### src/sv/gdrc_pkg.sv
// shared types, register indexes and divider selects for the grid ray caster
package gdrc_pkg;

    localparam int MAP_DIM_DEF       = 64;
    localparam int SCREEN_WIDTH_DEF  = 640;
    localparam int SCREEN_HEIGHT_DEF = 480;
    localparam int MAX_STEPS_DEF     = 128;

    localparam int DIVN_W = 33;
    localparam int DIVD_W = 24;

    localparam logic [2:0] CFG_PLAYER_X       = 3'd0;
    localparam logic [2:0] CFG_PLAYER_Y       = 3'd1;
    localparam logic [2:0] CFG_VIEW_DIR_X     = 3'd2;
    localparam logic [2:0] CFG_VIEW_DIR_Y     = 3'd3;
    localparam logic [2:0] CFG_CAMERA_PLANE_X = 3'd4;
    localparam logic [2:0] CFG_CAMERA_PLANE_Y = 3'd5;
    localparam logic [2:0] CFG_GRID_WIDTH     = 3'd6;
    localparam logic [2:0] CFG_GRID_HEIGHT    = 3'd7;

    localparam logic [1:0] DIV_CAM = 2'd0;
    localparam logic [1:0] DIV_DX  = 2'd1;
    localparam logic [1:0] DIV_DY  = 2'd2;
    localparam logic [1:0] DIV_LH  = 2'd3;

    localparam logic OP_WRITE_CELL = 1'b0;
    localparam logic OP_CAST_RAY   = 1'b1;

    typedef struct packed {
        logic       op;
        logic [9:0] screen_column;
        logic [5:0] cell_row;
        logic [5:0] cell_col;
        logic       cell_solid;
    } t_in_item;

    typedef struct packed {
        logic        wall_hit;
        logic        hit_side;
        logic [5:0]  hit_col;
        logic [5:0]  hit_row;
        logic [23:0] perp_distance;
        logic [15:0] slice_height;
        logic [9:0]  draw_top;
        logic [9:0]  draw_bottom;
        logic [15:0] wall_fraction;
    } t_out_item;

    typedef struct packed {
        logic       ld_item;
        logic       clr;
        logic       div_start;
        logic       div_load;
        logic [1:0] div_sel;
        logic       mul_cam;
        logic       add_rd;
        logic       side_init;
        logic       walk_step;
        logic       mark_hit;
        logic       perp_calc;
        logic       mul_frac;
        logic       out_load;
    } t_cmd;

    typedef struct packed {
        logic clr_done;
        logic div_done;
        logic step_limit;
        logic border;
        logic cell_wall;
        logic out_free;
    } t_status;

endpackage

### src/sv/gdrc_ctrl.sv
// controller state machine sequencing map clear, map writes, ray setup, walk and result
module gdrc_ctrl (
    input  logic                i_clk,
    input  logic                i_rst_n,
    input  logic                i_in_valid,
    input  logic                i_op,
    output logic                o_in_stall,
    output gdrc_pkg::t_cmd      o_cmd,
    input  gdrc_pkg::t_status   i_status
);
    localparam logic [3:0] S_CLR     = 4'd0;
    localparam logic [3:0] S_IDLE    = 4'd1;
    localparam logic [3:0] S_CAM     = 4'd2;
    localparam logic [3:0] S_MUL     = 4'd4;
    localparam logic [3:0] S_RD      = 4'd5;
    localparam logic [3:0] S_DX      = 4'd6;
    localparam logic [3:0] S_DXW     = 4'd7;
    localparam logic [3:0] S_DY      = 4'd8;
    localparam logic [3:0] S_DYW     = 4'd9;
    localparam logic [3:0] S_SIDE    = 4'd10;
    localparam logic [3:0] S_STEP    = 4'd11;
    localparam logic [3:0] S_CHK     = 4'd12;
    localparam logic [3:0] S_CELL    = 4'd13;
    localparam logic [3:0] S_PERP    = 4'd14;
    localparam logic [3:0] S_LH      = 4'd15;

    logic [3:0] r_state, n_state;
    logic       r_lh_wait, n_lh_wait;
    logic       r_fin, n_fin;
    logic       w_accept;

    assign w_accept   = i_in_valid && r_state == S_IDLE && !r_lh_wait && !r_fin;
    assign o_in_stall = !(r_state == S_IDLE && !r_lh_wait && !r_fin);

    always_comb begin
        n_state   = r_state;
        n_lh_wait = r_lh_wait;
        n_fin     = r_fin;
        o_cmd     = '0;
        o_cmd.ld_item = w_accept;
        case (r_state)
            S_CLR: begin
                o_cmd.clr = 1'b1;
                if (i_status.clr_done) begin
                    n_state = S_IDLE;
                end
            end
            S_IDLE: begin
                // line height wait and final load share the idle code
                if (r_lh_wait) begin
                    o_cmd.div_sel = gdrc_pkg::DIV_LH;
                    if (i_status.div_done) begin
                        o_cmd.div_load = 1'b1;
                        n_lh_wait      = 1'b0;
                        n_fin          = 1'b1;
                    end
                end else if (r_fin) begin
                    if (i_status.out_free) begin
                        o_cmd.out_load = 1'b1;
                        n_fin          = 1'b0;
                    end
                end else if (w_accept && i_op == gdrc_pkg::OP_CAST_RAY) begin
                    n_state = S_CAM;
                end
            end
            S_CAM: begin
                // camera offset comes from a combinational reciprocal product, registered here
                o_cmd.div_sel  = gdrc_pkg::DIV_CAM;
                o_cmd.div_load = 1'b1;
                n_state        = S_MUL;
            end
            S_MUL: begin
                o_cmd.mul_cam = 1'b1;
                n_state       = S_RD;
            end
            S_RD: begin
                o_cmd.add_rd = 1'b1;
                n_state      = S_DX;
            end
            S_DX: begin
                o_cmd.div_sel   = gdrc_pkg::DIV_DX;
                o_cmd.div_start = 1'b1;
                n_state         = S_DXW;
            end
            S_DXW: begin
                o_cmd.div_sel = gdrc_pkg::DIV_DX;
                if (i_status.div_done) begin
                    o_cmd.div_load = 1'b1;
                    n_state        = S_DY;
                end
            end
            S_DY: begin
                o_cmd.div_sel   = gdrc_pkg::DIV_DY;
                o_cmd.div_start = 1'b1;
                n_state         = S_DYW;
            end
            S_DYW: begin
                o_cmd.div_sel = gdrc_pkg::DIV_DY;
                if (i_status.div_done) begin
                    o_cmd.div_load = 1'b1;
                    n_state        = S_SIDE;
                end
            end
            S_SIDE: begin
                o_cmd.side_init = 1'b1;
                n_state         = S_STEP;
            end
            S_STEP: begin
                if (i_status.step_limit) begin
                    n_state = S_PERP;
                end else begin
                    o_cmd.walk_step = 1'b1;
                    n_state         = S_CHK;
                end
            end
            S_CHK: begin
                // map read of the new cell is in flight here
                n_state = i_status.border ? S_PERP : S_CELL;
            end
            S_CELL: begin
                if (i_status.cell_wall) begin
                    o_cmd.mark_hit = 1'b1;
                    n_state        = S_PERP;
                end else begin
                    n_state = S_STEP;
                end
            end
            S_PERP: begin
                o_cmd.perp_calc = 1'b1;
                n_state         = S_LH;
            end
            S_LH: begin
                o_cmd.div_sel   = gdrc_pkg::DIV_LH;
                o_cmd.div_start = 1'b1;
                o_cmd.mul_frac  = 1'b1;
                n_lh_wait       = 1'b1;
                n_state         = S_IDLE;
            end
            default: begin
                n_state = S_IDLE;
            end
        endcase
    end

    always_ff @(posedge i_clk) begin
        if (!i_rst_n) begin
            r_state   <= S_CLR;
            r_lh_wait <= 1'b0;
            r_fin     <= 1'b0;
        end else begin
            r_state   <= n_state;
            r_lh_wait <= n_lh_wait;
            r_fin     <= n_fin;
        end
    end
endmodule

### config.mk
export PLATFORM = sky130hd
export DESIGN_NAME = gdrc_ctrl
export DESIGN_NICKNAME = d
export VERILOG_FILES = /design/src/sv/gdrc_pkg.sv /design/src/sv/gdrc_ctrl.sv
export SDC_FILE = /design/constraint.sdc
export NUM_CORES = 1
export LEC_CHECK = 0
export CAP_MARGIN = 20
export CORE_MARGIN = 2
export CORE_UTILIZATION = 25
export DETAILED_ROUTE_END_ITERATION = 6
export DONT_BUFFER_PORTS = 1
export PLACE_DENSITY_LB_ADDON = 0.12
export SETUP_SLACK_MARGIN = 0.2
export SLEW_MARGIN = 5
export SYNTH_ARGS = -nofsm -noshare
export SYNTH_HDL_FRONTEND = slang
export SYNTH_SLANG_ARGS = --single-unit
### constraint.sdc
create_clock -name i_clk -period 2 [get_ports i_clk]
set_clock_uncertainty 0.1 [all_clocks]
set_input_delay 0.5 -clock i_clk [delete_from_list [all_inputs] [get_ports i_clk]]
set_output_delay 0.5 -clock i_clk [all_outputs]
set_load 0.01 [all_outputs]
# Word-level counts from Yosys, hierarchy flattened
# Cells that the tools add are included.
word_totals:
  ff_bits: 6
  word_cells: 77
classes:
  eq_ne: 21
  mux: 36
  n_reduce_logical: 17
ops:
  columns: ["op", "n"]
  rows:
  - ["$pmux 4 s14", 1]
  - ["$eq 4x4->1 const B", 8]
  - ["$mux 4", 6]
  - ["$mux 1", 22]
  - ["$eq 4x3->1 const B", 4]
  - ["$ne 2x2->1 const B", 6]
  - ["$pmux 2 s4", 1]
  - ["$logic_and 1x1->1", 6]
  - ["$mux 3", 2]
  - ["$reduce_and 6->1", 1]
  - ["$reduce_or 2->1", 3]
  - ["$eq 4x1->1 const B", 1]
  - ["$eq 4x2->1 const B", 1]
  - ["$logic_not 4->1", 1]
  - ["$mux 2", 2]
  - ["$logic_not 1->1", 3]
  - ["$pmux 1 s3", 1]
  - ["$reduce_or 3->1", 1]
  - ["$ne 2x1->1 const B", 1]
  - ["$pmux 1 s2", 1]
  - ["$reduce_and 2->1", 1]
  - ["$reduce_bool 2->1", 1]

# Depth between registers and ports, before layout
logic_depth:
  word_depth: 9
  ltp_mapped: 6
  ltp_nobuf: 4

# Least setup slack after synthesis
# No wires, ideal clock.
synth_timing:
  path_kind: "register to output"
  from: "register r_state[0]"
  to: "output o_cmd[13] (netlist name)"
  arrival_time_ns: 1.436
  required_ns: 1.400
  setup_slack_ns: -0.036
  stages_incl_launch_ff: 6
  path_cell_list: "dfxtp_1 -> clkbuf_1 -> nand2_1 -> or3_1 -> nor4b_1 -> buf_4"
synth_between:
  elab_chain_len: 4
synth_rtl:
  columns: ["item", "line", "source"]
  rows:
  - ["from (decl)", "gdrc_ctrl.sv:27", "logic [3:0] r_state, n_state;"]
  - ["from (signal assigned)", "gdrc_ctrl.sv:151", "r_state <= n_state;"]
  - ["$eq 4x1->1", "gdrc_ctrl.sv:32", "assign w_accept = i_in_valid && r_state == S_IDLE && !r_lh_wait && !r_fin;"]
  - ["$logic_and 1x1->1 (3 in series)", "gdrc_ctrl.sv:32", null]
  - ["to (decl)", "gdrc_ctrl.sv:8", "output gdrc_pkg::t_cmd o_cmd,"]
# Every way passes these cells.

# Final worst setup path
layout_timing:
  from: "register r_state[2]"
  to: "output o_in_stall"
layout_between:
  elab_chain_len: 4
layout_rtl:
  columns: ["item", "line", "source"]
  rows:
  - ["$eq 4x1->1", "gdrc_ctrl.sv:33", "assign o_in_stall = !(r_state == S_IDLE && !r_lh_wait && !r_fin);"]
  - ["$logic_and 1x1->1 (2 in series)", "gdrc_ctrl.sv:33", null]
  - ["$logic_not 1->1", "gdrc_ctrl.sv:33", null]
  - ["to (decl)", "gdrc_ctrl.sv:7", "output logic o_in_stall,"]
# Every way passes these cells.

==> flow_metrics.tcl <==
set metrics [dict create \
    cp_common_cell "or3_4" \
    nNetsFinal 118 \
    gp_congestion 0.724 \
    cts.sinks 6 \
    hold_viol 0 \
    total_power_mw 1.18 \
    cts_tree "done" \
    cts.path.max_buffers 2 \
    drt_iter0_markers 16 \
    worst_pin_slew_ns 0.317 \
    numCtsBuffers 3 \
    p_per_area_nw_per_um2 1290 \
    io_buffers 0 \
    cts_root_buf "clkbuf_4" \
    grt_pass1_vias 714 \
    required_ns 1.40 \
    die_h_um 53.7 \
    pre_cts_ws_ns 0.164 \
    htreeDepth 1 \
    die_w_um 53.7 \
    synth.distinct_cells 37 \
    syn_to_final_growth_pct 49.3 \
    p_leak_nw 0.382 \
    cp-start-kind "register" \
    syn_area_per_cell_um2 6.85 \
    r2r_start "r_state[2]" \
    rsz0062_at_grt "true" \
    ys_seq_area_share_pct 19.5 \
    hold_end "r_state[0]" \
    start_util_pct 27.1 \
    fin_util_pct 40.5 \
    wire_per_inst_um 15.8 \
    grt_max_degree 21 \
    period_share_pct 100 \
    slowest_delay_ns 0.37 \
    slew-limit-headroom_pct 78.9 \
    hold_buffers 0 \
    drive_gt1_share_pct 49.1 \
    worst_hold_path.num_cells 2 \
    hp-start "i_status[5]" \
    yosys_warnings 0 \
    via_count 742 \
    violations "setup timing" \
    grt_first_pass_wirelength_um 3230 \
    crit_fanout 3 \
    critPathCaptureType "primary output" \
    clock.fmax_ghz 0.500 \
    hold_path_class "in -> reg" \
    slew_viol_final 0 \
    clkTransAtPathRegs_ns 0.05 \
    reg2reg_to "r_state[1]" \
    vdd_drop_max_uv 605 \
    cp.arrival_ns 1.40 \
    place_hpwl_um 1420 \
    overflow 0 \
    n_antenna_cell 0 \
    drc 0 \
    synth_edf_count 0 \
    max_cap_viol_count 0 \
    die-area_um2 2880 \
    n_fill_cell 240 \
    crit_chain "inv_2 -> nand2_2 -> or3_4 -> or3_4" \
    async_reset_ff_share_pct 0 \
    wl_um 2120 \
    ys.flop_type "dfxtp_1" \
    synth_nets 100 \
    drtAntennaViolNets 0 \
    worst_slack_ns -0.000937 \
    clock_latency_ns 0.24 \
    slowest_stage "or3_4" \
    criticalPathCategory "reg -> out" \
    synth.ff_latch_count 6 \
    rrSetupSlack_ns 0.22 \
    core_area_um2 2280 \
    synth_area_um2 617 \
    finalSetupViolCount 1 \
    rows 17 \
    vias_per_cell 5.54 \
    synth_cells 90 \
    pin_count 25 \
    period_minus_slack_ns 2.00 \
    drtPass1Iterations 4 \
    grt_usage_pct 15.3 \
    grt_antenna_before_repair 0 \
    outcome "finished with violations" \
    cpLargestDelayFamily "simple AND/OR/NAND/NOR gates" \
    r2r_cells 5 \
    path_buf_inv 1 \
]
report_power, final:
part           total, mW  internal (mW)  switching [mW]  leakage, nW
combinational      0.889          0.418           0.471        0.317
clock              0.108         0.0677          0.0408       0.0138
sequential         0.186          0.156          0.0300       0.0508
through the flow:
step | area [um^2] | hold slack [ns] | setup TNS (ns) | std cells
floorplan | 653 | 0.483 | 0 | 90
global placement | 727 | 0.548 | 0 | 122
detailed placement | 727 | 0.554 | 0 | 122
CTS | 825 | 0.310 | 0 | 129
global route | 921 | 0.318 | -0.102 | 134
finish | 921 | 0.318 | -0.000937 | 134
synthesized netlist by cell type (2+ instances only):
| cell | instances | area (um^2) |
|---|---|---|
| nor2_1 | 6 | 22.5 |
| inv_1 | 6 | 22.5 |
| dfxtp_1 | 6 | 120 |
| or3_1 | 2 | 12.5 |
| o21ai_0 | 3 | 15.0 |
| nand2_1 | 13 | 48.8 |
| buf_2 | 2 | 10.0 |
| clkbuf_1 | 4 | 15.0 |
| nor2b_1 | 2 | 12.5 |
| or4bb_1 | 2 | 22.5 |
| a21o_1 | 2 | 15.0 |
| nand3_1 | 2 | 10.0 |
| a21oi_1 | 7 | 35.0 |
| o22ai_1 | 2 | 12.5 |
| nor3_1 | 6 | 30.0 |
| o31ai_1 | 2 | 15.0 |
| buf_1 | 2 | 7.51 |
| o211ai_1 | 2 | 15.0 |
state kept, by name (all words and copies together), names as in the netlist:
signal     flops
r_state        4
r_fin          1
r_lh_wait      1
cell families after synthesis:
logic type | Yosys count | share of synthesized area [%]
and+or+nand+nor | 41 | 37.1
buffers and inverters | 16 | 12.0
muxes | 2 | 3.45
DFF | 6 | 19.5
AOI/OAI and AO/OA | 25 | 28.0
layer usage:
| layer | routed length [um] | share of wire (%) | vias to the layer above | global-route usage [%] |
|---|---|---|---|---|
| met4 | 58 | 2.7 | 0 | 5.13 |
| li1 | - | - | 362 | - |
| met1 | 946 | 45 | 349 | 19.0 |
| met3 | 102 | 4.8 | 6 | 4.44 |
| met2 | 1010 | 48 | 25 | 25.2 |
| met5 | 0 | 0 | - | 0 |
layout by cell type, fill, tap and decap left out, types with 2 or more instances in the layout:
master | synthesis | final
o22ai_1 | 2 | 2
dfxtp_4 | 0 | 2
or4bb_1 | 2 | 2
nor3_1 | 6 | 2
o211ai_1 | 2 | 2
a21oi_1 | 7 | 6
nand3_1 | 2 | 2
nor3_2 | 0 | 3
o31ai_2 | 0 | 2
nor2_1 | 6 | 4
inv_1 | 6 | 4
or3_4 | 0 | 2
buf_4 | 1 | 21
clkbuf_4 | 0 | 3
a21o_1 | 2 | 2
nand2_2 | 0 | 3
nand2_1 | 13 | 10
nor4b_4 | 0 | 2
buf_6 | 1 | 2
inv_2 | 0 | 2
dfxtp_1 | 6 | 3
o21ai_0 | 3 | 3
worst max path at each step:
stage	start	to	slack, ns	cells after the start
global placement	r_state[3]	r_state[1]	0.12	5
floorplan	r_state[2]	o_cmd[13]	0.16	6
global route	r_state[2]	o_in_stall	-0.06	4
CTS	r_state[2]	o_in_stall	0.01	4
detailed placement	r_state[1]	o_in_stall	0.16	2
finish	r_state[2]	o_in_stall	-0.0009	4
layout make-up:
class	count	area, um^2	share of cell area, %
Tap cell	28	35.0	3.80
Inverter	6	22.5	2.45
Multi-Input combinational cell	68	532	57.7
Timing Repair Buffer	23	180	19.6
Sequential cell	6	129	14.0
Clock buffer	3	22.5	2.45
repair_timing:
item / in CTS / in global routing
pin swaps: 1 / 6
setup endpoints to repair: 18 / 18
gates cloned: 0 / 0
resized for setup: 11 / 15
setup buffers: 4 / 5
Note: power is estimated with default switching activity, not from simulation.
